**src/rtl/hdmbc_ram.sv**
```systemverilog
// ----------------------------------------------------------------------------
// hdmbc_ram
// Generic simple dual-port RAM, one write port, one registered read port.
// ----------------------------------------------------------------------------
`default_nettype none

module hdmbc_ram #(
    parameter int WIDTH = 8,
    parameter int DEPTH = 16
) (
    input  wire logic                     clk,
    input  wire logic                     we,
    input  wire logic [$clog2(DEPTH)-1:0] waddr,
    input  wire logic [WIDTH-1:0]         wdata,
    input  wire logic                     re,
    input  wire logic [$clog2(DEPTH)-1:0] raddr,
    output logic      [WIDTH-1:0]         rdata
);

    logic [WIDTH-1:0] mem [DEPTH];

    always_ff @(posedge clk)
    begin
        if (we)
        begin
            mem[waddr] <= wdata;
        end
        if (re)
        begin
            rdata <= mem[raddr];
        end
    end

endmodule

`default_nettype wire

```
**config.mk**
```make
export PLATFORM = sky130hd
export DESIGN_NAME = hdmbc_ram
export DESIGN_NICKNAME = d
export VERILOG_FILES = /design/src/rtl/hdmbc_ram.sv
export SDC_FILE = /design/constraint.sdc
export NUM_CORES = 1
export LEC_CHECK = 0
export ABC_AREA = 1
export BUFFER_PORTS_ARGS = -buffer_cell sky130_fd_sc_hd__buf_2
export CAP_MARGIN = 20
export CORE_MARGIN = 2
export CORE_UTILIZATION = 30
export DETAILED_ROUTE_END_ITERATION = 8
export GPL_ROUTABILITY_DRIVEN = 0
export PLACE_DENSITY = 0.44
export SYNTH_ARGS = -nofsm -noshare
export SYNTH_HDL_FRONTEND = slang
export SYNTH_SLANG_ARGS = --single-unit
```
**constraint.sdc**
```tcl
create_clock -name clk -period 2.8 [get_ports clk]
set_input_delay 0.56 -clock clk [delete_from_list [all_inputs] [get_ports clk]]
set_output_delay 0.56 -clock clk [all_outputs]
set_load 0.02 [all_outputs]
```
==> results of run 1 <==
==> through the flow <==
stage	hold WS [ps]	setup WS [ps]
final	504	1210
after CTS	488	1130
after floorplan	659	1290
after global placement	755	759
after detailed placement	786	686
after global routing	492	1120
==> flip-flops by register name (all words and copies together) (netlist names) <==
register / flops
mem: 128
rdata: 8
==> worst paths after layout <==
path / startpoint / depth (start not counted) / end / slack (ps)
worst min register to register: mem[4][6] / 6 / rdata[6] / 800
worst max register to register: mem[13][7] / 6 / rdata[7] / 1610
worst min-delay path: re / 1 / rdata[7] / 500
worst max-delay path: waddr[3] / 3 / mem[4][1] / 1210
==> cells in the mapped netlist (all sizes together) <==
| cell | instances |
|---|---|
| inv | 102 |
| edfxtp | 136 |
| nor2 | 17 |
| nand3 | 97 |
| nand2 | 173 |
| buf | 24 |
| nand3b | 2 |
==> placed cells by master (no fill, tap or decap) <==
| cell | n |
|---|---|
| buf_12 | 2 |
| buf_2 | 26 |
| buf_4 | 7 |
| bufinv_16 | 5 |
| clkbuf_1 | 1 |
| clkbuf_16 | 17 |
| clkinv_1 | 1 |
| clkinv_2 | 2 |
| clkinv_4 | 2 |
| clkinvlp_4 | 3 |
| edfxtp_1 | 136 |
| inv_1 | 100 |
| inv_2 | 2 |
| nand2_1 | 173 |
| nand3_1 | 97 |
| nand3b_1 | 2 |
| nor2_1 | 17 |
==> metal layers <==
layer,global-route usage (%),up-vias,part of all wire (%)
li1,-,1836,-
met1,21.7,1748,51
met2,20.7,83,44
met3,3.70,12,4.2
met4,4.95,0,1.1
met5,0,-,0
==> power by group through the flow <==
stage / combinational, mW / sequential, mW / clock [mW]
after floorplan: 0.161 / 2.36 / 0
after global placement: 0.297 / 2.35 / 0
after detailed placement: 0.297 / 2.35 / 0
after CTS: 0.298 / 2.31 / 2.43
after global routing: 0.326 / 2.31 / 2.51
final: 0.293 / 2.31 / 2.38
==> cell type report <==
type	count	area (sq um)
inverters	102	383
flip-flops and latches	136	4080
well taps	265	332
multi-input cells	289	1210
clock buffers	18	429
fillers	1970	12400
clock inverters	13	204
repair buffers	35	223
==> critical path, delay by kind of cell <==
kind | cells | cell delay (ps)
buf+inv | 1 | 120
simple gates | 2 | 960
==> logic make-up after synthesis <==
logic type | count (synthesis) | share of synthesized area [%]
buffers and inverters | 126 | 9.39
and+or+nand+nor | 289 | 20.8
DFF | 136 | 69.8
==> results.json, run 1 <==
{
  "outcome": "completed",
  "hold_path_class": "in2reg",
  "power_frac_clock_pct": 47.8,
  "cp_slowest_cell": "nor2_1",
  "gr-total-overflow": 0,
  "internal_power_mw": 3.94,
  "antenna_found_initial": 0,
  "syn_nets": 570,
  "synth_largest_area_cell": "edfxtp_1",
  "htreeDepth": 4,
  "synth_top_area_share_pct": 69.8,
  "wire_per_inst_um": 16.3,
  "finalSetupViolCount": 0,
  "drt_wl_total_um": 14000,
  "yosysSeqAreaShare_pct": 69.8,
  "hold_viol": 0,
  "fin_crit_sh_pct": 56.9,
  "synth_warnings": 0,
  "fmax_mhz": 628,
  "rows": 51,
  "power_frac_comb_pct": 5.9,
  "tns_ps": 0,
  "die-area_sq_um": 20600,
  "cts_tree": "yes",
  "n_antenna_cell": 0,
  "maxSlewViolCount": 0,
  "slowest_delay_ps": 670,
  "cts_hold_buf": 0,
  "seqPwrFrac_pct": 46.3,
  "cts.sinks": 136,
  "yosysUniqueCellTypes": 11,
  "critPathLaunchType": "primary input",
  "dp_hpwl_um": 8930,
  "clkTransAtPathRegs_ps": 50,
  "swShare_pct": 20.9,
  "utilization_pct": 35.6,
  "port_buffers": 26,
  "path_class": "in2reg",
  "nets": 600,
  "p_leak_nw": 2.88,
  "ctsResizeCount": 0,
  "cp.arrival_ps": 1630,
  "maxSlewHeadroom_pct": 44.7,
  "stdcell_area_sq_um": 6870,
  "synth.avg_cell_area_sq_um": 10.6,
  "worstMarginPinSlew_ps": 827,
  "placedCellCount": 827,
  "grt_pass1_wl_um": 21500,
  "synth.area.top_cells": "edfxtp_1 70%, nand2_1 11%, nand3_1 8.3%, inv_1 6.4%, buf_6 1.2%",
  "ir_drop_v": 0.000401,
  "syn_area_sq_um": 5850,
  "start_util_pct": 30.3,
  "ys_ff_latch": 136,
  "fin_cells": 858,
  "cts-root-buf": "clkbuf_16",
  "cts_buffer_depth": 2,
  "synthCells": 551,
  "clk_latency_ps": 420,
  "critPathMaxFanout": 8,
  "postRouteAntennaNets": 0,
  "p_switching_mw": 1.04,
  "grt_pass1_vias": 3589,
  "die_y_um": 144,
  "track_usage_pct": 14.6,
  "drc": 0,
  "fin_skew_ps": 11.0,
  "total_power_mw": 4.98,
  "first_pass_iters": 4,
  "drive_above_1_share_pct": 11.1,
  "cp.required_ps": 2840,
  "grt_max_degree": 65,
  "cap_violations": 0,
  "rsz0062_at_grt": "false",
  "die_x_um": 144,
  "crit_path_cell_trace": "buf_2 > nand3b_1 > nor2_1",
  "drt_iter0_drc": 313,
  "core_sq_um": 19300,
  "vias_per_cell": 4.29,
  "fin_crit_ps": 1590,
  "end_kind": "flip-flop",
  "dr_total_vias": 3679,
  "dpl-instance-area_sq_um": 6230,
  "powerDensity_nw_per_um2": 725,
  "io_pins": 27,
  "syn_to_final_growth_pct": 17.5,
  "post_cts_buffers": 0,
  "cts_made_buffers": 17
}
Power figures use the tool's default switching activity.
==> inputs of run 2 (changes only) <==
--- a/config.mk
+++ b/config.mk
@@ -5,7 +5,7 @@
 export SDC_FILE = /design/constraint.sdc
 export NUM_CORES = 1
 export LEC_CHECK = 0
-export ABC_AREA = 1
+export ABC_AREA = 0
 export BUFFER_PORTS_ARGS = -buffer_cell sky130_fd_sc_hd__buf_2
 export CAP_MARGIN = 20
 export CORE_MARGIN = 2
==> constraint.sdc (replaced) <==
create_clock -name clk -period 1.5 [get_ports clk]
set_input_delay 0.3 -clock clk [delete_from_list [all_inputs] [get_ports clk]]
set_output_delay 0.3 -clock clk [all_outputs]
set_load 0.02 [all_outputs]
==> run 2 against run 1 <==
Compared with the run above:
- cell count shrank 37%
- power grew 77%
- synthesized cell count shrank 58%
- hold slack lost 230 ps
- design area shrank 5.5%
- core utilization grew 2.1 points
- clock skew shrank 3.7 ps
- global-route usage shrank 1.4 points
- register-to-register slack lost 1600 ps
- sequential cell count is the same
- sequential share of layout area grew 3.5 points
- count of clock-buffer cells in the layout grew 2
- critical path type is now reg2reg
- largest cell class unchanged
- largest power group is now sequential cells
==> results.json, run 2 <==
{
  "first_pass_iters": 4,
  "start_util_pct": 30.4,
  "synth_edf_count": 136,
  "min_path_cells": 1,
  "cts_buffer_depth": 2,
  "syn_area_sq_um": 5230,
  "timing.rr.end": "rdata[6]",
  "n_antenna_cell": 0,
  "synth_largest_area_cell": "edfxtp_1",
  "dp_hpwl_um": 7430,
  "worstMarginPinSlew_ps": 892,
  "critPathMaxFanout": 1,
  "final_common_cell": "edfxtp_1",
  "hold_end": "mem[6][0]",
  "hold_path_class": "in2reg",
  "synth_warnings": 0,
  "synth_common_cells": "136 x edfxtp_1, 18 x mux4_2, 16 x a22oi_1",
  "grt_pass1_vias": 2685,
  "synth.area.top_cells": "edfxtp_1 78%, mux4_2 7.8%, mux4_1 7.0%, a22oi_1 2.3%, nor2_1 0.93%",
  "hp-start": "wdata[0]",
  "drive_above_1_share_pct": 39.9,
  "fin_cells": 543,
  "antenna_found_initial": 0,
  "die_y_um": 136,
  "drc": 0,
  "cap_violations": 0,
  "path_class": "reg2reg",
  "nets": 324,
  "cts_made_buffers": 17,
  "rows": 48,
  "fin_crit_ps": 1490,
  "yosysUniqueCellTypes": 18,
  "synth_top_area_share_pct": 78.1,
  "io_pins": 27,
  "utilization_pct": 37.8,
  "core_sq_um": 17200,
  "critPathLaunchType": "flip-flop",
  "grt_pass1_wl_um": 16700,
  "mostFrequentLayoutCells": "136 x edfxtp_1, 34 x buf_4, 31 x mux4_2",
  "yosysSeqAreaShare_pct": 78.1,
  "maxSlewViolCount": 0,
  "port_buffers": 26,
  "cp_slowest_cell": "mux4_2",
  "async_flop_share_pct": 0,
  "fmax_mhz": 673,
  "end_kind": "flip-flop",
  "fin_crit_sh_pct": 99.1,
  "cpLargestDelayFamily": "multiplexers",
  "rsz0062_at_grt": "false",
  "cp.arrival_ps": 1640,
  "ir_drop_v": 0.000833,
  "top_register": "mem",
  "clk_latency_ps": 410,
  "crit_start": "mem[3][6]",
  "largest_reg_flops": 128,
  "worst-r2r-setup-slack_ps": 10,
  "top_regs": "mem (128), rdata (8)",
  "p_leak_nw": 2.18,
  "cts_tree": "yes",
  "dr_total_vias": 2502,
  "slowest_delay_ps": 480,
  "outcome": "completed",
  "gr-total-overflow": 0,
  "syn_to_final_growth_pct": 24.1,
  "ys_ff_latch": 136,
  "htreeDepth": 4,
  "clkTransAtPathRegs_ps": 60,
  "r2r_cells": 3,
  "die-area_sq_um": 18500,
  "drt_iter0_drc": 268,
  "grt_max_degree": 19,
  "die_x_um": 136,
  "hold_viol": 0,
  "yosysMostFrequentCell": "edfxtp_1",
  "cts-root-buf": "clkbuf_16",
  "wire_per_inst_um": 20.6,
  "drt_wl_total_um": 11200,
  "cp.buffers_inverters": 0,
  "finalSetupViolCount": 0,
  "r2r_start": "mem[3][6]",
  "fin_skew_ps": 7.24,
  "placedCellCount": 511,
  "postRouteAntennaNets": 0,
  "ys.flop_type": "edfxtp_1",
  "synth.avg_cell_area_sq_um": 22.8,
  "syn_nets": 248,
  "crit_path_cell_trace": "mux4_2 > a22oi_1 > nand2_1",
  "synthCells": 229,
  "cts.sinks": 136,
  "maxSlewHeadroom_pct": 40.3,
  "vias_per_cell": 4.61,
  "total_power_mw": 8.79,
  "cp.required_ps": 1660,
  "track_usage_pct": 13.2,
  "powerDensity_nw_per_um2": 1360
}
run 2: how the worst max path moves through the flow:
| stage | endpoint | slack [ps] | cells after the start |
|---|---|---|---|
| floorplan | mem[3][0] | -70 | 2 |
| global placement | rdata[5] | -380 | 6 |
| detailed placement | rdata[5] | -370 | 6 |
| CTS | rdata[7] | 30 | 3 |
| global route | rdata[6] | 0.9 | 3 |
| finish | rdata[6] | 10 | 3 |
run 2: area by class of cell:
cell class	count	area (sq um)
fill	1612	10700
sequential	136	4080
multi-input combinational	83	1030
timing repair buffer	67	526
clock buffer	20	437
tap	225	282
clock inverter	12	133
run 2: logic make-up after synthesis:
family | count (synthesis) | share of synthesized area, %
AOI/OAI and AO/OA | 16 | 2.30
buffers and inverters | 10 | 1.65
DFF | 136 | 78.1
muxes | 32 | 14.8
and+or+nand+nor | 35 | 3.14
run 2: metrics by stage:
step / TNS, ps / hold WS (ps) / setup WS (ps) / cell area, sq um
after global placement: -7520 / 689 / -377 / 5900
after floorplan: -1990 / 399 / -66.1 / 5220
after detailed placement: -7750 / 698 / -374 / 5900
after CTS: 0 / 256 / 30.6 / 6470
after global routing: 0 / 283 / 0.926 / 6490
final: 0 / 274 / 13.7 / 6490
run 2: where the power goes:
| group | internal (mW) | switching, mW |
|---|---|---|
| Clock | 2.57 | 1.42 |
| Combinational | 0.221 | 0.269 |
| Sequential | 4.28 | 0.0224 |
run 2: worst register-to-register path, cell delays in order, from the launching register on:
cell and delay (ps):
edfxtp_1 360, mux4_2 480, a22oi_1 300, nand2_1 100
run 2: timing repair:
action,in CTS,in global routing
endpoints found under the setup margin,0,3
hold buffers,0,0
resized for setup,0,3
setup buffers,0,0
run 2: metal layers:
layer | global-route usage, % | wire length, um | up-vias
met5 | 0 | 0 | -
met4 | 4.51 | 137 | 0
met3 | 3.73 | 350 | 9
met2 | 20.2 | 5260 | 50
met1 | 18.0 | 5440 | 1321
li1 | - | - | 1122
