<file path="config.mk">
export PLATFORM = sky130hd
export DESIGN_NAME = hdmbc_hash
export DESIGN_NICKNAME = d
export VERILOG_FILES = /design/src/rtl/hdmbc_pkg.sv /design/src/rtl/hdmbc_hash.sv
export SDC_FILE = /design/constraint.sdc
export NUM_CORES = 1
export LEC_CHECK = 0
export ABC_AREA = 0
export BUFFER_PORTS_ARGS = -buffer_cell sky130_fd_sc_hd__buf_2
export CORE_MARGIN = 10
export CORE_UTILIZATION = 42
export CTS_CLUSTER_SIZE = 25
export DETAILED_ROUTE_END_ITERATION = 8
export GPL_ROUTABILITY_DRIVEN = 0
export GPL_TIMING_DRIVEN = 0
export SLEW_MARGIN = 10
export SYNTH_ARGS = -nofsm -noshare
export SYNTH_HDL_FRONTEND = slang
export SYNTH_SLANG_ARGS = --single-unit
export TNS_END_PERCENT = 1
</file>
<file path="constraint.sdc">
create_clock -name clk -period 21 [get_ports clk]
set_input_delay 3.15 -clock clk [delete_from_list [all_inputs] [get_ports clk]]
set_output_delay 3.15 -clock clk [all_outputs]
set_load 0.005 [all_outputs]
</file>
<file path="src/rtl/hdmbc_pkg.sv">
// ----------------------------------------------------------------------------
// hdmbc_pkg
// Shared types and constants of the hashed direct-mapped block cache tag unit.
// ----------------------------------------------------------------------------
`default_nettype none

package hdmbc_pkg;

    localparam int MAX_SLOTS = 1024;
    localparam int SLOT_W    = $clog2(MAX_SLOTS);
    localparam int CS_W      = 11;
    localparam int WORD_W    = 32;

    localparam logic [WORD_W-1:0] HASH_MULT_RESET = 32'h9E37_79B1;

    // Remainder unit: bits of the product consumed per cycle
    localparam int DIV_BPS   = 4;
    localparam int DIV_STEPS = WORD_W / DIV_BPS;
    localparam int STEP_W    = $clog2(DIV_STEPS);
    localparam logic [STEP_W-1:0] STEP_LAST = STEP_W'(DIV_STEPS - 1);

    // Register word index (paddr[2])
    localparam logic REG_CACHE_SLOTS = 1'b0;
    localparam logic REG_HASH_MULT   = 1'b1;
    localparam int   PADDR_W         = 3;

    localparam logic ACT_LOOKUP = 1'b0;
    localparam logic ACT_FILL   = 1'b1;

    typedef enum logic [2:0] {
        ST_HIT       = 3'd0,
        ST_MISS      = 3'd1,
        ST_FILL_DONE = 3'd2,
        ST_FILL_FAIL = 3'd3,
        ST_NOT_BLOCK = 3'd4,
        ST_BYPASS    = 3'd5,
        ST_PROTO     = 3'd6
    } status_t;

    typedef struct packed {
        logic [CS_W-1:0]   cache_slots;
        logic [WORD_W-1:0] hash_multiplier;
    } cfg_t;

    typedef struct packed {
        logic              valid;
        logic [WORD_W-1:0] device;
        logic [WORD_W-1:0] block;
    } tag_entry_t;

    localparam int TAG_W = $bits(tag_entry_t);

endpackage

`default_nettype wire

</file>
<file path="src/rtl/hdmbc_hash.sv">
// ----------------------------------------------------------------------------
// hdmbc_hash
// Slot hash: registered 32-bit product, then remainder by the slot count,
// DIV_BPS quotient bits per cycle.
// ----------------------------------------------------------------------------
`default_nettype none

module hdmbc_hash
    import hdmbc_pkg::*;
(
    input  wire logic              clk,
    input  wire logic              rst_n,
    input  wire logic              start,
    input  wire logic [WORD_W-1:0] key,
    input  wire logic [WORD_W-1:0] mult,
    input  wire logic [CS_W-1:0]   n,
    output logic                   done,
    output logic [SLOT_W-1:0]      slot
);

    logic              busy_reg;
    logic              done_reg;
    logic [STEP_W-1:0] step_reg;
    logic [WORD_W-1:0] prod_reg;
    logic [SLOT_W-1:0] rem_reg;
    logic [WORD_W-1:0] prod_lo;
    logic [SLOT_W-1:0] rem_next;
    logic [SLOT_W:0]   trial;

    assign prod_lo = key * mult;

    always_comb
    begin
        rem_next = rem_reg;
        trial    = '0;
        for (int i = 0; i < DIV_BPS; i++)
        begin
            trial = {rem_next, prod_reg[WORD_W-1-i]};
            if (trial >= (SLOT_W+1)'(n))
            begin
                trial = trial - (SLOT_W+1)'(n);
            end
            rem_next = trial[SLOT_W-1:0];
        end
    end

    always_ff @(posedge clk or negedge rst_n)
    begin
        if (!rst_n)
        begin
            busy_reg <= 1'b0;
            done_reg <= 1'b0;
            step_reg <= '0;
        end
        else
        begin
            done_reg <= 1'b0;
            if (start)
            begin
                busy_reg <= 1'b1;
                step_reg <= '0;
            end
            else if (busy_reg)
            begin
                step_reg <= step_reg + 1'b1;
                if (step_reg == STEP_LAST)
                begin
                    busy_reg <= 1'b0;
                    done_reg <= 1'b1;
                end
            end
        end
    end

    always_ff @(posedge clk)
    begin
        if (start)
        begin
            prod_reg <= prod_lo;
            rem_reg  <= '0;
        end
        else if (busy_reg)
        begin
            prod_reg <= prod_reg << DIV_BPS;
            rem_reg  <= rem_next;
        end
    end

    assign done = done_reg;
    assign slot = rem_reg;

endmodule

`default_nettype wire

</file>
==> results.toml, run 1 <==
[worst_setup_path]
crit_top_cell = "sky130_fd_sc_hd__ha_1"
timing.critical_path.required_ns = 21.19
data_arrival_at_the_endpoint_of_the_critical_path_ns = 12.06
cp_max_fo = 10
critPathSlowestCell = "sky130_fd_sc_hd__o41ai_2"
criticalPathCategory = "in -> reg"
critPathMaxStageDelay_ns = 0.59
setup_crit_start_kind = "input port"
critPathCaptureType = "flip-flop"

[floorplanning]
die_height_um = 238
chipWidth_um = 238
top_level_ports = 89
floorplan.core_area_sq_um = 46900
floorplan.initialDensity_pct = 42.8
rows = 79
die_outline_area_sq_um = 56900

[clocking]
ctsRootBufferMaster = "sky130_fd_sc_hd__clkbuf_16"
cts_tree = "yes"
postCtsResizedCells = 0
cts.repair_timing.setup_buffer_count = 0
insertion_delay_ns = 0.28
clock_sink_count = 47
holdBufCountCts = 0
clockBufferDepth = 2
cts.clk_slew.worst_paths_ns = 0.06
clock_h_tree_levels = 2
tritoncts.num_buffers = 5

[logic_synthesis]
post_synthesis_cells = 2336
synth.top_cells.by_area = "sky130_fd_sc_hd__fa_1, sky130_fd_sc_hd__ha_1, sky130_fd_sc_hd__inv_1, sky130_fd_sc_hd__nand2_1, sky130_fd_sc_hd__edfxtp_1"
ys_seq_area_share_pct = 6.42
yosysTopAreaCell = "sky130_fd_sc_hd__fa_1"
post_synth_num_cell_types = 75
postSynthNetCount = 2995
synth_edf_count = 32
synthesis.area_sq_um = 20000
synthFlopType = "sky130_fd_sc_hd__edfxtp_1"
synth_top_area_share_pct = 41.2
yosys_warnings = 0
synth.avg_cell_area_sq_um = 8.58
ys_seq_elements = 47
synth-async-reset-ratio_pct = 10.6

[global_route]
grt_start_max_net_pins = 33
number_of_global_route_vias_before_repair = 17200
antenna_found_initial = 4
total_grt_overflow = 0
grt_use_total_pct = 22.1
grt_first_pass_wirelength_um = 97300

[sta]
setup_total_negative_slack_ns = 0
layout_min_cycle_time_ns = 11.86
maxSlewHeadroom_pct = 32.2
report.final.setup_viol = 0
unrepaired_setup_endpoints_after_global_routing = "false"
worst_clock_skew_ns = 0.00716
worst_hold_slack_ns = 0.535
max_clock_freq_mhz = 84.3
max_slew.worst_pin.slew_ns = 1.00
hold_violations = 0
final-max-slew-violation-count = 0
post-route-period-util_pct = 56.5

[route]
drt_iter0_drc = 1208
drtPass1Iterations = 8
num_vias = 15800
route.detailed.drc = 0
wire_per_inst_um = 20.3
viasPerCell = 5.23
postRouteWirelength_um = 61500
drt.antenna.violating_nets = 0

[final_layout]
post_route_cells_drive_above_1_share_pct = 5.13
nNetsFinal = 3073
largest_reg_flops = 32
layout-area-overhead-vs-synth_pct = 6.37
mostFrequentLayoutCells = "sky130_fd_sc_hd__inv_1, sky130_fd_sc_hd__nand2_1, sky130_fd_sc_hd__fa_1, sky130_fd_sc_hd__ha_1, sky130_fd_sc_hd__and2_1"
fillerInstances = 4671
layout_commonest_cell = "sky130_fd_sc_hd__inv_1"

[status]
outcome = "complete, no violations"

[place]
dp_hpwl_um = 52900
place.port_buffers = 71

[min_path]
hold_class = "reg -> reg"

[job]
cap_viol_max_count = 0
==> worst paths after layout <==
check	startpoint	to	slack [ns]	cells past startpoint
worst max-delay path	n[1]	slot[3]	9.14	33
worst min-delay path	step_reg[1]	step_reg[1]	0.53	2
worst max register to register	prod_reg[31]	slot[3]	11.83	34
worst min register to register	step_reg[1]	step_reg[1]	0.53	2
max in group asynchronous	rst_n	step_reg[0]	18.20	1
min in group asynchronous	rst_n	done	2.67	1
==> final cells by class <==
| cell class | count | area, sq um | area share, % |
|---|---|---|---|
| clock inverter | 1 | 5.00 | 0.0235 |
| multi-input combinational | 1634 | 16300 | 76.4 |
| timing repair buffer | 71 | 355 | 1.67 |
| inverter | 549 | 2060 | 9.67 |
| antenna | 5 | 12.5 | 0.0587 |
| clock buffer | 7 | 143 | 0.669 |
| tap | 607 | 759 | 3.56 |
| buffer | 106 | 405 | 1.90 |
| sequential | 47 | 1290 | 6.03 |
==> metal layers <==
layer  wire (um)  GRT usage [%]
met2       29700           37.9
met4        2190           6.99
met3        3960           2.50
met5          13              0
met1       25700           28.8
==> cell usage after synthesis, drive strengths merged (8+ instances only) <==
| cell type | n |
|---|---|
| nor3 | 18 |
| a21oi | 56 |
| clkbuf | 99 |
| inv | 549 |
| and2 | 139 |
| nand3 | 13 |
| edfxtp | 32 |
| a211oi | 8 |
| nand2 | 438 |
| mux2 | 24 |
| a21o | 28 |
| xor2 | 25 |
| nor2b | 10 |
| xnor2 | 79 |
| o21ai | 39 |
| fa | 412 |
| ha | 169 |
| and3 | 12 |
| dfxtp | 10 |
| o21a | 17 |
| o31ai | 9 |
| nor2 | 44 |
| o21bai | 11 |
==> through the flow <==
step	instance area [sq um]	std cells	setup slack, ns	utilization (%)
after floorplan	20000	2336	10.56	-
after global placement	21200	3014	9.06	45.2
after detailed placement	21200	3014	8.92	45.2
after CTS	21300	3022	9.20	45.5
after global routing	21300	3023	8.44	45.5
final	21300	3027	9.14	45.5
==> critical path, delay by kind of cell <==
| family | cells | cell delay [ns] |
|---|---|---|
| AO/OA/AOI/OAI | 17 | 5.07 |
| adder cells (fa/ha/maj) | 4 | 1.27 |
| buffers and inverters | 5 | 1.11 |
| AND/OR/NAND/NOR | 7 | 1.43 |
==> cell families (layout without fill, tap and decap cells) <==
family	count (synthesis)	after routing	synth area share, %
fa+ha+maj	581	581	51.7
other cells	0	5	0
flops	47	47	6.42
simple gates	699	699	15.7
buf+inv	655	734	12.3
xor+xnor	105	105	4.66
mux	29	29	1.62
compound gates	220	220	7.57
Power of run 1 is left out: the tool's default activity adds up to more than one toggle a clock period on the data nets, which glitch-free logic cannot reach.
==> run 2: changes to the inputs <==
--- a/config.mk
+++ b/config.mk
@@ -5,7 +5,7 @@
 export SDC_FILE = /design/constraint.sdc
 export NUM_CORES = 1
 export LEC_CHECK = 0
-export ABC_AREA = 0
+export ABC_AREA = 1
 export BUFFER_PORTS_ARGS = -buffer_cell sky130_fd_sc_hd__buf_2
 export CORE_MARGIN = 10
 export CORE_UTILIZATION = 42
==> constraint.sdc (replaced) <==
create_clock -name clk -period 10.38 [get_ports clk]
set_input_delay 1.557 -clock clk [delete_from_list [all_inputs] [get_ports clk]]
set_output_delay 1.557 -clock clk [all_outputs]
set_load 0.005 [all_outputs]
==> results.toml, run 2 <==
[logic_synthesis]
synth_top_area_share_pct = 40.1
synth_edf_count = 32
synthesis.area_sq_um = 20600
ys_seq_area_share_pct = 6.25
yosys_warnings = 0
synth.top_cells.by_area = "sky130_fd_sc_hd__fa_1, sky130_fd_sc_hd__nand2_1, sky130_fd_sc_hd__inv_1, sky130_fd_sc_hd__ha_1, sky130_fd_sc_hd__edfxtp_1"
postSynthNetCount = 3419
post_synthesis_cells = 2760
post-synth-top-count-cell = "sky130_fd_sc_hd__nand2_1"
ys_seq_elements = 47
synthFlopType = "sky130_fd_sc_hd__edfxtp_1"
post_synth_num_cell_types = 46
synth.avg_cell_area_sq_um = 7.46
yosysTopAreaCell = "sky130_fd_sc_hd__fa_1"
synth-async-reset-ratio_pct = 10.6
netlist_top_cells_count = "sky130_fd_sc_hd__nand2_1, sky130_fd_sc_hd__inv_1, sky130_fd_sc_hd__fa_1"

[sta]
worst_clock_skew_ns = 0.00471
setup_total_negative_slack_ns = 0
final-max-slew-violation-count = 0
unrepaired_setup_endpoints_after_global_routing = "false"
max_clock_freq_mhz = 110
worst_hold_slack_ns = 0.484
max_slew.worst_pin.slew_ns = 0.908
layout_min_cycle_time_ns = 9.08
maxSlewHeadroom_pct = 39.5
post-route-period-util_pct = 87.5
hold_violations = 0
report.final.setup_viol = 0

[clocking]
postCtsResizedCells = 0
holdBufCountCts = 0
cts.clk_slew.worst_paths_ns = 0.06
insertion_delay_ns = 0.29
clock_h_tree_levels = 2
cts.repair_timing.setup_buffer_count = 0
clock_sink_count = 47
ctsRootBufferMaster = "sky130_fd_sc_hd__clkbuf_16"
tritoncts.num_buffers = 5
cts_tree = "yes"
clockBufferDepth = 2

[global_route]
number_of_global_route_vias_before_repair = 17800
grt_first_pass_wirelength_um = 96000
grt.met3_usage_pct = 1.74
grt_use_total_pct = 21.1
grt_start_max_net_pins = 35
grt-busiest-layer = "met2"
use_met2_pct = 36.2
antenna_found_initial = 2
total_grt_overflow = 0
gr-usage-met1_pct = 27.4

[route]
drtPass1Iterations = 6
route.detailed.drc = 0
wire_per_inst_um = 17.2
drt.antenna.violating_nets = 0
viasPerCell = 4.89
drt_iter0_drc = 1145
num_vias = 17100
postRouteWirelength_um = 60100

[place]
post_detailed_placement_cell_area_sq_um = 21700
place.port_buffers = 61
dp_hpwl_um = 52100
post-place-cells = 3485

[worst_setup_path]
setup_crit_start_kind = "input port"
criticalPathCategory = "in -> reg"
critPathSlowestCell = "sky130_fd_sc_hd__clkbuf_1"
critPathCaptureType = "flip-flop"
timing.critical_path.required_ns = 10.40
crit_top_cell = "sky130_fd_sc_hd__fa_1"
data_arrival_at_the_endpoint_of_the_critical_path_ns = 9.10
critPathMaxStageDelay_ns = 0.59
cp_max_fo = 10

[final_layout]
layout.cells.non_filler = 3493
stdcell_area_sq_um = 21900
diodes = 0
layout_commonest_cell = "sky130_fd_sc_hd__nand2_1"
layout-area-overhead-vs-synth_pct = 6.19
mostFrequentLayoutCells = "sky130_fd_sc_hd__nand2_1, sky130_fd_sc_hd__inv_1, sky130_fd_sc_hd__fa_1, sky130_fd_sc_hd__ha_1, sky130_fd_sc_hd__a21oi_1"
nNetsFinal = 3487
post_route_cells_drive_above_1_share_pct = 4.84
largest_reg_flops = 32

[floorplanning]
die_height_um = 241
die_outline_area_sq_um = 58300
chipWidth_um = 241
top_level_ports = 89
floorplan.core_area_sq_um = 48700
rows = 81
floorplan.initialDensity_pct = 42.2

[status]
outcome = "complete, no violations"

[min_path]
hold_class = "reg -> reg"

[job]
cap_viol_max_count = 0
[run 2: logic make-up after synthesis]
group / Yosys count / synth area share [%]
flip-flops: 47 / 6.25
AND/OR/NAND/NOR: 1002 / 19.5
AO/OA/AOI/OAI: 187 / 5.14
adder cells (fa/ha/maj): 581 / 50.3
XOR/XNOR: 55 / 2.34
buffers and inverters: 888 / 16.4
[run 2: per-stage QoR]
stage	setup slack [ns]	util, %
final	1.30	44.8
after CTS	1.28	44.8
after global placement	0.970	44.6
after floorplan	2.25	-
after detailed placement	0.972	44.6
after global routing	0.732	44.8
[run 2: per-layer routing]
layer  share of wire [%]  vias to the layer above
li1                    -                     8103
met1                  42                     8316
met2                  48                      541
met3                 5.7                      110
met4                 4.0                        2
met5               0.028                        -
[run 2: worst max-delay path, delay by kind of cell]
kind / cells / cell delay, ns
AND/OR/NAND/NOR: 6 / 1.17
buffers and inverters: 10 / 1.57
adder cells (fa/ha/maj): 9 / 4.41
AO/OA/AOI/OAI: 3 / 0.39
[run 2: final cells by class]
type,count,area [sq um]
fillers,4989,26900
multi-input cells,1825,15900
inverters,770,2890
flip-flops and latches,47,1290
well taps,664,831
plain buffers,118,489
repair buffers,61,305
clock buffers,7,133
clock inverters,1,5.00
[run 2: path summary, 6_finish.rpt]
path                                     end   startpoint  cells after the start  slack, ns
worst max register to register       slot[3]      slot[1]                     47       3.06
worst max-delay path            prod_reg[29]      mult[2]                     28       1.30
worst min register to register   step_reg[1]  step_reg[1]                      2       0.48
min in group asynchronous        step_reg[0]        rst_n                      1       1.07
max in group asynchronous        step_reg[2]        rst_n                      1       9.17
worst min-delay path             step_reg[1]  step_reg[1]                      2       0.48
Power of run 2 is left out for the same reason.
