## src/rtl/hdmbc_pkg.sv

```systemverilog
// ----------------------------------------------------------------------------
// hdmbc_pkg
// Shared types and constants of the hashed direct-mapped block cache tag unit.
// ----------------------------------------------------------------------------
`default_nettype none

package hdmbc_pkg;

    localparam int MAX_SLOTS = 1024;
    localparam int SLOT_W    = $clog2(MAX_SLOTS);
    localparam int CS_W      = 11;
    localparam int WORD_W    = 32;

    localparam logic [WORD_W-1:0] HASH_MULT_RESET = 32'h9E37_79B1;

    // Remainder unit: bits of the product consumed per cycle
    localparam int DIV_BPS   = 4;
    localparam int DIV_STEPS = WORD_W / DIV_BPS;
    localparam int STEP_W    = $clog2(DIV_STEPS);
    localparam logic [STEP_W-1:0] STEP_LAST = STEP_W'(DIV_STEPS - 1);

    // Register word index (paddr[2])
    localparam logic REG_CACHE_SLOTS = 1'b0;
    localparam logic REG_HASH_MULT   = 1'b1;
    localparam int   PADDR_W         = 3;

    localparam logic ACT_LOOKUP = 1'b0;
    localparam logic ACT_FILL   = 1'b1;

    typedef enum logic [2:0] {
        ST_HIT       = 3'd0,
        ST_MISS      = 3'd1,
        ST_FILL_DONE = 3'd2,
        ST_FILL_FAIL = 3'd3,
        ST_NOT_BLOCK = 3'd4,
        ST_BYPASS    = 3'd5,
        ST_PROTO     = 3'd6
    } status_t;

    typedef struct packed {
        logic [CS_W-1:0]   cache_slots;
        logic [WORD_W-1:0] hash_multiplier;
    } cfg_t;

    typedef struct packed {
        logic              valid;
        logic [WORD_W-1:0] device;
        logic [WORD_W-1:0] block;
    } tag_entry_t;

    localparam int TAG_W = $bits(tag_entry_t);

endpackage

`default_nettype wire

```

## src/rtl/hdmbc_cfg.sv

```systemverilog
// ----------------------------------------------------------------------------
// hdmbc_cfg
// APB register file: slot count and hash multiplier.
// ----------------------------------------------------------------------------
`default_nettype none

module hdmbc_cfg
    import hdmbc_pkg::*;
(
    input  wire logic               clk,
    input  wire logic               rst_n,
    input  wire logic               psel,
    input  wire logic               penable,
    input  wire logic               pwrite,
    input  wire logic [PADDR_W-1:0] paddr,
    input  wire logic [WORD_W-1:0]  pwdata,
    output logic      [WORD_W-1:0]  prdata,
    output logic                    pready,
    output cfg_t                    cfg
);

    logic [CS_W-1:0]   slots_reg;
    logic [WORD_W-1:0] mult_reg;
    logic              wr_en;

    assign pready = 1'b1;
    assign wr_en  = psel && penable && pwrite && pready;

    always_ff @(posedge clk or negedge rst_n)
    begin
        if (!rst_n)
        begin
            slots_reg <= '0;
            mult_reg  <= HASH_MULT_RESET;
        end
        else if (wr_en)
        begin
            unique case (paddr[2])
                REG_CACHE_SLOTS: slots_reg <= pwdata[CS_W-1:0];
                REG_HASH_MULT:   mult_reg  <= pwdata;
                default:         slots_reg <= slots_reg;
            endcase
        end
    end

    always_comb
    begin
        unique case (paddr[2])
            REG_CACHE_SLOTS: prdata = WORD_W'(slots_reg);
            REG_HASH_MULT:   prdata = mult_reg;
            default:         prdata = '0;
        endcase
    end

    assign cfg.cache_slots     = slots_reg;
    assign cfg.hash_multiplier = mult_reg;

endmodule

`default_nettype wire

```

## config.mk

```make
export PLATFORM = sky130hd
export DESIGN_NAME = hdmbc_cfg
export DESIGN_NICKNAME = d
export VERILOG_FILES = /design/src/rtl/hdmbc_pkg.sv /design/src/rtl/hdmbc_cfg.sv
export SDC_FILE = /design/constraint.sdc
export NUM_CORES = 1
export LEC_CHECK = 0
export BUFFER_PORTS_ARGS = -buffer_cell sky130_fd_sc_hd__buf_4
export CORE_UTILIZATION = 46
export CTS_BUF_LIST = sky130_fd_sc_hd__clkbuf_4
export DETAILED_ROUTE_END_ITERATION = 16
export PLACE_DENSITY = 0.83
export REMOVE_ABC_BUFFERS = 1
export SETUP_SLACK_MARGIN = 0.4
export SYNTH_ARGS = -nofsm -noshare
export SYNTH_HDL_FRONTEND = slang
export SYNTH_SLANG_ARGS = --single-unit
```

## constraint.sdc

```tcl
create_clock -name clk -period 1.09 [get_ports clk]
set_clock_uncertainty 0.05 [all_clocks]
set_input_delay 0.109 -clock clk [delete_from_list [all_inputs] [get_ports clk]]
set_output_delay 0.109 -clock clk [all_outputs]
set_load 0.01 [all_outputs]
```

==> results.toml, run 1 <==
[outcome]
run_status = "did not finish"
stop_stage = "global routing (5_1_grt)"
error_line = "[ERROR DPL-0033] detailed placement checks failed during check placement."

[placement]
place_congestion = 0.710
port_buffers = 112
place_hpwl_mm = 3.67

[logic_synthesis]
synthArstFlopShare_pct = 100
synthTopCellsByCount = "mux2_4, dfrtp_1, mux2_2"
synth-seq-cells = 43
yosysTopAreaCell = "dfrtp_1"
netlist_instances = 130
yosys_warnings = 0
synthesis.area_mm2 = 0.00208
synth_edf_count = 0
synth_cell_type_count = 12
synth_area_per_cell_um2 = 16.0
synth_ff_type = "dfrtp_1"
yosysSeqAreaShare_pct = 53.0
synth_area_leaders = "dfrtp_1, dfstp_2, mux2_4"
synth.most_common_cell = "mux2_4"
synth_top_area_share_pct = 28.9

[clock_network]
clock-sinks = 43
cts_root_buf = "clkbuf_4"
cts_buffers = 5
h-tree-depth = 2
cts_buffer_depth = 2

[sta]
worst_endpoint_kind = "output port"
crit_endpoint = "prdata[20]"

[global_routing]
grt_start_max_net_pins = 44
antenna_found_initial = 0

[floorplan]
fp-row-count = 24
io_pins = 116
initial_core_util_pct = 47.7
die_w_um = 69.2
die_h_um = 69.2
logic make-up after synthesis:
logic type / share of synthesized area (%)
buf+inv: 3.67
simple gates: 8.49
flops: 53.0
mux: 34.7
other cells: 0.181
what timing repair did:
item                       in CTS
pin swaps                      10
setup buffers                  48
setup endpoints to repair     118
hold endpoints to repair       67
resized for setup             123
gates cloned                    0
metrics by stage:
| step | instances | area (µm²) | worst slack [ns] | setup TNS (ns) |
|---|---|---|---|---|
| CTS | 347 | 3840 | -0.247 | -11.35 |
| detailed placement | 291 | 2980 | -0.00478 | -0.00478 |
| floorplan | 121 | 2000 | -0.190 | -5.27 |
| global placement | 291 | 2980 | 0.0110 | 0 |
==> inputs of run 2 (changes only) <==
--- a/config.mk
+++ b/config.mk
@@ -6,12 +6,10 @@
 export NUM_CORES = 1
 export LEC_CHECK = 0
 export BUFFER_PORTS_ARGS = -buffer_cell sky130_fd_sc_hd__buf_4
-export CORE_UTILIZATION = 46
-export CTS_BUF_LIST = sky130_fd_sc_hd__clkbuf_4
+export CORE_UTILIZATION = 40
 export DETAILED_ROUTE_END_ITERATION = 16
-export PLACE_DENSITY = 0.83
+export PLACE_DENSITY_LB_ADDON = 0.15
 export REMOVE_ABC_BUFFERS = 1
-export SETUP_SLACK_MARGIN = 0.4
 export SYNTH_ARGS = -nofsm -noshare
 export SYNTH_HDL_FRONTEND = slang
 export SYNTH_SLANG_ARGS = --single-unit
==> run 2 against run 1 <==
Compared with the run above: the flow now finishes, with violations (setup timing); synthesized cell count is the same; synthesized area unchanged.
==> results.toml, run 2 <==
[logic_synthesis]
yosysSeqAreaShare_pct = 53.0
synth_area_per_cell_um2 = 16.0
synth_top_area_share_pct = 28.9
synth_edf_count = 0
yosysTopAreaCell = "dfrtp_1"
synth-seq-cells = 43
yosys_warnings = 0
netlist_instances = 130
synth_cell_type_count = 12
synth.most_common_cell = "mux2_4"
synthesis.area_mm2 = 0.00208
synthTopCellsByCount = "mux2_4, dfrtp_1, mux2_2"
synthArstFlopShare_pct = 100
synth_area_leaders = "dfrtp_1, dfstp_2, mux2_4"
synth_ff_type = "dfrtp_1"

[layout]
final_common_cell = "buf_6"
diodes = 0
drive_above_1_share_pct = 81.1
n_fill_cell = 242
largest_register_ffs = 32
nets = 356
final_cell_mix = "buf_6, buf_4, mux2_4"
syn2layout_area_growth_pct = 98.1

[floorplan]
die_w_um = 74.1
initial_core_util_pct = 42.8
die_area_mm2 = 0.00548
coreArea_mm2 = 0.00485
io_pins = 116
fp-row-count = 25
die_h_um = 74.1

[outcome]
violations = "setup timing"
run_status = "complete, but fails checks"

[sta]
hold_viol = 0
setup_slack_ns = -0.202
fin_hold_ws_ns = 0.00629
setup_viol = 57
timing.final.max_slew_violations = 0
worstMarginPinSlew_ns = 0.535
fin_crit_ns = 1.29
slew-limit-headroom_pct = 64.4
fin_crit_sh_pct = 119
max_freq_ghz = 0.774
rsz0062_at_grt = "true"
setup_tns_ns = -5.85

[detailed_routing]
drtIter0Drc = 45
antenna_left = 0
wl_per_cell_um = 18.0
drc = 0
routed_via_density = 4.64
wirelength_mm = 6.91
drtPass1Iterations = 4
vias = 1780

[setup_path]
cp-endpoint = "prdata[25]"
rrSetupSlack_ns = 0.03
cpPeakStageDelay_ns = 0.58
start_kind = "register"
endpoint_kind = "primary output"
r2r_start = "mult_reg[29]"
path_cells = "and2_4, buf_6"
r2r_cells = 3
cp-startpoint = "mult_reg[25]"
critPathSlowestCell = "dfstp_2"
crit_fanout = 3
r2r-end = "mult_reg[29]"
setup.worst_path.class = "register to primary output"
arrival_ns = 1.13
required_ns = 0.93

[clock_network]
clock-sinks = 43
clock_latency_ns = 0.29
cts_tree = "done"
cts_root_buf = "clkbuf_8"
h-tree-depth = 2
cts_buffers = 5
path_clk_slew_ns = 0.08
cts_buffer_depth = 2

[flow_run]
maxCapViolations = 0

[power]
max-vdd-ir-drop_v = 0.00108
p_leak_nw = 2.09
finalPower_mw = 6.85
power.density_mw_per_mm2 = 1660

[global_routing]
grt_pass1_wl_mm = 9.30
grt_util_all_layers_pct = 23.0
grt_pass1_vias = 1853
antenna_found_initial = 0
gr-total-overflow = 0
grt_start_max_net_pins = 44

[placement]
place_hpwl_mm = 3.31
port_buffers = 112
pre_cts_ws_ns = -0.0189
place_congestion = 0.696

[min_path]
hp-class = "input pin to register"
==> run 2: cell counts after synthesis <==
Identical to the previous run, type by type.
==> run 2: logic make-up (layout without fill, tap and decap cells) <==
logic type    Yosys count  in the layout  share of synthesized area (%)
mux                    54             54                           34.7
flops                  43             43                           53.0
simple gates           23             23                           8.49
buf+inv                 9            196                           3.67
other cells             1              1                          0.181
==> run 2: final cells by class <==
class | count | area [µm²] | area share (%)
repair buffers | 188 | 1860 | 45.3
flip-flops and latches | 43 | 1100 | 26.7
multi-input cells | 78 | 976 | 23.7
clock buffers | 7 | 86.3 | 2.10
well taps | 67 | 83.8 | 2.04
clock inverters | 1 | 5.00 | 0.122
==> run 2: worst min path at each step <==
stage	from	depth (start not counted)	slack, ns	endpoint
detailed placement	rst_n	1	0.08	mult_reg[15]
global route	pwdata[7]	2	-0.001	mult_reg[7]
finish	pwdata[7]	2	0.006	slots_reg[7]
global placement	rst_n	1	0.08	mult_reg[19]
floorplan	rst_n	0	-0.24	mult_reg[10]
CTS	pwdata[7]	2	0.001	slots_reg[7]
==> run 2: timing repair <==
action | in CTS | in global routing
resized for setup | 79 | 39
endpoints found under the hold margin | 49 | 2
hold buffers | 26 | 2
endpoints found under the setup margin | 51 | 70
pin swaps | 8 | 2
cloned | 0 | 0
setup buffers | 30 | 13
==> run 2: power by group <==
| part | internal (mW) | switching (mW) |
|---|---|---|
| Clock | 0.511 | 0.523 |
| Sequential | 2.07 | 0.348 |
| Combinational | 2.31 | 1.08 |
==> run 2: worst max-delay path: cells and delay by family (launching register included) <==
family                 cells  cell delay, ns
buffers and inverters      1            0.09
DFF                        1            0.58
and+or+nand+nor            1            0.17
==> run 2: per-stage QoR <==
| step | util [%] | std cells | instance area (µm²) |
|---|---|---|---|
| floorplan | - | 121 | 2000 |
| global placement | 62.0 | 306 | 3010 |
| detailed placement | 62.0 | 306 | 3010 |
| CTS | 79.7 | 370 | 3860 |
| global route | 84.9 | 384 | 4120 |
| finish | 84.9 | 384 | 4120 |
==> run 2: per-layer routing <==
| layer | share of wire, % | vias up | global-route usage, % | wire length (µm) |
|---|---|---|---|---|
| li1 | - | 818 | - | - |
| met4 | 2.2 | 0 | 8.12 | 152 |
| met3 | 6.3 | 14 | 5.42 | 435 |
| met5 | 0 | - | 0 | 0 |
| met2 | 54 | 87 | 41.2 | 3710 |
| met1 | 38 | 861 | 26.7 | 2610 |
(Power assumes the default switching activity.)
==> inputs of run 3 (changes only) <==
--- a/config.mk
+++ b/config.mk
@@ -8,7 +8,7 @@
 export BUFFER_PORTS_ARGS = -buffer_cell sky130_fd_sc_hd__buf_4
 export CORE_UTILIZATION = 40
 export DETAILED_ROUTE_END_ITERATION = 16
-export PLACE_DENSITY_LB_ADDON = 0.15
+export PLACE_DENSITY = 0.73
 export REMOVE_ABC_BUFFERS = 1
 export SYNTH_ARGS = -nofsm -noshare
 export SYNTH_HDL_FRONTEND = slang
==> run 3 against run 2 <==
Compared with the run above: die area unchanged; maximum frequency rose by 1.1%; wire length grew 1.1%; register-to-register slack lost 0.03 ns; flip-flop and latch count unchanged; power is 3.5% higher; non-clock buffer count grew 2; sequential power about the same; clock power rose by 9%; setup slack improved by 0.015 ns; highest routed layer unchanged; global-route usage up 0.84 points; via count rose by 1.9%; the flow still finishes with violations (setup timing); largest power group unchanged; critical path type unchanged.
==> results.toml, run 3 (synthesis gave the netlist of run 2 again) <==
[outcome]
run_status = "complete, but fails checks"
violations = "setup timing"

[setup_path]
setup.worst_path.class = "register to primary output"
path_cells = "mux2_4, buf_6"
arrival_ns = 1.12
cpPeakStageDelay_ns = 0.43
r2r_start = "slots_reg[3]"
start_kind = "register"
crit_buf_inv = 1
cp-startpoint = "mult_reg[3]"
endpoint_kind = "primary output"
cp_top_family = "flip-flops"
critPathSlowestCell = "dfrtp_1"
crit_fanout = 2
required_ns = 0.93

[layout]
diodes = 0
seqCellArea_mm2 = 0.00110
utilization_pct = 86.2
final_cell_mix = "buf_6, buf_4, mux2_4"
nets = 358
syn2layout_area_growth_pct = 101
final_common_cell = "buf_6"
multiInputGateArea_um2 = 992
largest_register_ffs = 32
n_fill_cell = 255
drive_above_1_share_pct = 84.3

[detailed_routing]
antenna_left = 0
wirelength_mm = 6.99
drc = 0
drtPass1Iterations = 4
wl_per_cell_um = 18.1
drtIter0Drc = 23
vias = 1813
routed_via_density = 4.70

[sta]
slew-limit-headroom_pct = 62.9
timing.final.max_slew_violations = 0
setup_slack_ns = -0.187
fin_crit_ns = 1.28
rsz0062_at_grt = "true"
max_freq_ghz = 0.783
fin_hold_ws_ns = 0.0117
fin_crit_sh_pct = 117
setup_viol = 63
hold_viol = 0
worstMarginPinSlew_ns = 0.556

[placement]
place_congestion = 0.714
port_buffers = 112
pre_cts_ws_ns = -0.0165
place_hpwl_mm = 3.45

[min_path]
hp-start = "pwdata[4]"
hp-class = "input pin to register"

[power]
max-vdd-ir-drop_v = 0.00112
p_leak_nw = 2.13
finalPower_mw = 7.09
power_frac_clock_pct = 15.9
intPower_mw = 5.07
comb_power_share_pct = 50.1
p_switching_mw = 2.01
pwr-share-seq_pct = 34.0
switching_share_pct = 28.4
power.density_mw_per_mm2 = 1700

[clock_network]
cts_tree = "done"
path_clk_slew_ns = 0.08
h-tree-depth = 2
cts_buffers = 5
cts_root_buf = "clkbuf_8"
clock-sinks = 43
cts_buffer_depth = 2
clock_latency_ns = 0.28

[floorplan]
initial_core_util_pct = 42.8
die_area_mm2 = 0.00548
io_pins = 116
coreArea_mm2 = 0.00485
die_h_um = 74.1
die_w_um = 74.1
fp-row-count = 25

[global_routing]
grt_start_max_net_pins = 44
grt_pass1_vias = 1972
gr-total-overflow = 0
antenna_found_initial = 0
grt_util_all_layers_pct = 23.8
grt_pass1_wl_mm = 9.56

[flow_run]
maxCapViolations = 0
run 3: cell types whose count changed in the layout (fill, tap and decap cells not counted), sizes merged:
cell | before | now
buf | 160 | 167
clkbuf | 7 | 8
clkinv | 1 | 0
dlygate4sd3 | 28 | 23
run 3: power groups by stage:
stage | logic [mW] | clock network [mW] | registers [mW]
final | 3.55 | 1.12 | 2.41
after global routing | 3.74 | 1.22 | 2.44
after CTS | 3.02 | 1.13 | 2.36
after detailed placement | 2.05 | 0 | 2.37
after global placement | 2.01 | 0 | 2.37
after floorplan | 0.776 | 0 | 2.49
run 3: layer usage:
metal	wire length, µm	vias up	GRT usage [%]
li1	-	822	-
met1	2680	901	27.5
met2	3790	82	43.7
met3	437	8	5.96
met4	79	0	6.20
met5	0	-	0
run 3: area by class of cell:
type,instances,share of cell area [%]
Multi-Input combinational cell,78,23.7
Timing Repair Buffer,190,45.5
Tap cell,67,2.01
Sequential cell,43,26.3
Clock buffer,8,2.40
run 3: worst reg2reg max path: stages (launching register included):
cell and delay, ns:
dfrtp_1 0.41, buf_4 0.15, buf_6 0.11, mux2_2 0.26
run 3: per-stage QoR:
| step | cell area, µm² | setup TNS, ns | cells |
|---|---|---|---|
| 6_report | 4180 | -5.82 | 386 |
| 5_1_grt | 4180 | -7.99 | 386 |
| 4_1_cts | 3890 | -5.02 | 370 |
| 3_5_place_dp | 3010 | -0.109 | 308 |
| 3_3_place_gp | 3010 | -0.108 | 308 |
| 2_1_floorplan | 2000 | -5.27 | 121 |
run 3: worst paths after layout:
| check | depth (start not counted) | slack [ns] | end |
|---|---|---|---|
| worst max-delay path | 2 | -0.19 | prdata[3] |
| worst min-delay path | 2 | 0.01 | mult_reg[4] |
| worst max register to register | 3 | 0 | slots_reg[3] |
| worst min register to register | 1 | 0.51 | mult_reg[24] |
| max in group asynchronous | 2 | 0.30 | mult_reg[31] |
| min in group asynchronous | 2 | 0.29 | mult_reg[9] |
run 3: what timing repair did:
action,4_1_cts,5_1_grt
hold endpoints to repair,45,1
hold buffers,22,1
gates resized for setup,90,47
setup buffers,32,17
setup endpoints to repair,51,71
pin swaps,6,0
==> inputs of run 4 (changes only) <==
==> constraint.sdc (replaced) <==
create_clock -name clk -period 1.09 [get_ports clk]
set_clock_uncertainty 0.05 [all_clocks]
set_input_delay 0.0545 -clock clk [delete_from_list [all_inputs] [get_ports clk]]
set_output_delay 0.0545 -clock clk [all_outputs]
set_load 0.01 [all_outputs]
==> run 4 against run 3 <==
Compared with the run above: the run still ends with setup timing left; maximum frequency grew 3.8%; critical path depth is the same; flip-flop and latch count is the same; non-clock buffer count grew 4; cell count grew 1.0%; final area is essentially flat; clock-buffer cell count shrank 1; hold slack gained 0.15 ns; critical path type unchanged; sequential power is essentially flat; global-route usage shrank 0.57 points; largest power group unchanged.
==> results.toml, run 4 (synthesis gave the netlist of run 2 again) <==
[sta]
setup_tns_ns = -3.51
rsz0062_at_grt = "true"
setup_slack_ns = -0.141
max_freq_ghz = 0.812
slew-limit-headroom_pct = 63.6
fin_crit_sh_pct = 113
hold_viol = 0
worstMarginPinSlew_ns = 0.547
timing.final.max_slew_violations = 0
setup_viol = 36
fin_crit_ns = 1.23

[setup_path]
cpPeakStageDelay_ns = 0.57
r2r_cells = 3
crit_buf_inv = 1
critPathSlowestCell = "dfstp_2"
start_kind = "register"
setup.worst_path.class = "register to primary output"
endpoint_kind = "primary output"
arrival_ns = 1.13
path_cells = "mux2_4, buf_6"
required_ns = 0.99
crit_fanout = 3
r2r-end = "mult_reg[25]"
r2r_start = "mult_reg[25]"
cp_top_family = "flip-flops"
rrSetupSlack_ns = 0.10

[clock_network]
cts_root_buf = "clkbuf_8"
clock_latency_ns = 0.30
cts_buffers = 5
path_clk_slew_ns = 0.09
h-tree-depth = 2
cts_tree = "done"
cts_buffer_depth = 2
clock-sinks = 43

[layout]
drive_above_1_share_pct = 81.7
largest_register_ffs = 32
design_area_mm2 = 0.00418
diodes = 0
final_common_cell = "buf_6"
nets = 362
syn2layout_area_growth_pct = 101
utilization_pct = 86.1
n_fill_cell = 226
final_cell_mix = "buf_6, buf_4, mux2_4"

[detailed_routing]
routed_via_density = 4.70
route.met2.wl_mm = 3.54
wirelength_mm = 6.62
vias = 1832
drtIter0Drc = 77
wl_per_cell_um = 17.0
top_layer_used = "met4"
wl_met1_mm = 2.61
antenna_left = 0
drc = 0
wl_met3_um = 393
drtPass1Iterations = 4

[placement]
dpl_cell_area_mm2 = 0.00299
place_hpwl_mm = 3.39
port_buffers = 112
place_congestion = 0.686

[flow_run]
maxCapViolations = 0

[global_routing]
grt_pass1_vias = 1895
grt_pass1_wl_mm = 9.34
grt_util_all_layers_pct = 23.2
grt_start_max_net_pins = 44
gr-total-overflow = 0
antenna_found_initial = 0

[floorplan]
fp-row-count = 25
coreArea_mm2 = 0.00485
die_h_um = 74.1
io_pins = 116
die_area_mm2 = 0.00548
die_w_um = 74.1
initial_core_util_pct = 42.8

[min_path]
hp-start = "paddr[2]"
hp-class = "input pin to register"
hold_depth = 3
holdPathEnd = "mult_reg[5]"

[power]
max-vdd-ir-drop_v = 0.000997
p_leak_nw = 2.13
finalPower_mw = 7.01
power.density_mw_per_mm2 = 1680

[outcome]
run_status = "complete, but fails checks"
violations = "setup timing"
## run 4: cell type report
cell class	count	area (µm²)	share of cell area, %
Sequential cell	43	1100	26.3
Clock buffer	7	108	2.58
Multi-Input combinational cell	78	992	23.8
Clock inverter	1	5.00	0.120
Tap cell	67	83.8	2.01
Timing Repair Buffer	194	1890	45.2
## run 4: worst register-to-register path, delay by kind of cell, from the launching register on
family	cells	cell delay (ns)
flops	1	0.39
buf+inv	2	0.23
mux	1	0.25
## run 4: worst max path at each step
stage	from	end	depth (start not counted)
5_1_grt	mult_reg[4]	prdata[4]	2
6_report	mult_reg[8]	prdata[8]	2
2_1_floorplan	psel	mult_reg[10]	2
3_3_place_gp	paddr[2]	slots_reg[9]	3
4_1_cts	mult_reg[4]	prdata[4]	2
3_5_place_dp	pwrite	mult_reg[23]	4
## run 4: report_power, final
group / leakage [nW] / internal, mW / switching (mW) / total (mW)
logic: 1.58 / 2.33 / 1.09 / 3.41
registers: 0.488 / 2.07 / 0.324 / 2.39
clock network: 0.0594 / 0.649 / 0.559 / 1.21
## run 4: stage by stage
stage / setup slack (ns) / hold WS, ns / std cells
finish: -0.141 / 0.163 / 390
global route: -0.175 / 0.159 / 390
CTS: -0.134 / 0.161 / 381
detailed placement: 0.0397 / 0.0248 / 303
global placement: 0.0540 / 0.0235 / 303
floorplan: -0.136 / -0.291 / 121
## run 4: metal layers
metal	vias up	global-route usage, %
li1	834	-
met2	79	40.7
met3	6	5.42
met1	913	28.5
met4	0	6.84
met5	-	0
## run 4: what timing repair did
action	CTS	global route
gates cloned	0	0
hold endpoints to repair	67	0
pin swaps	6	1
endpoints found under the setup margin	33	68
resized for setup	44	70
hold buffers	33	0
buffers inserted	37	9
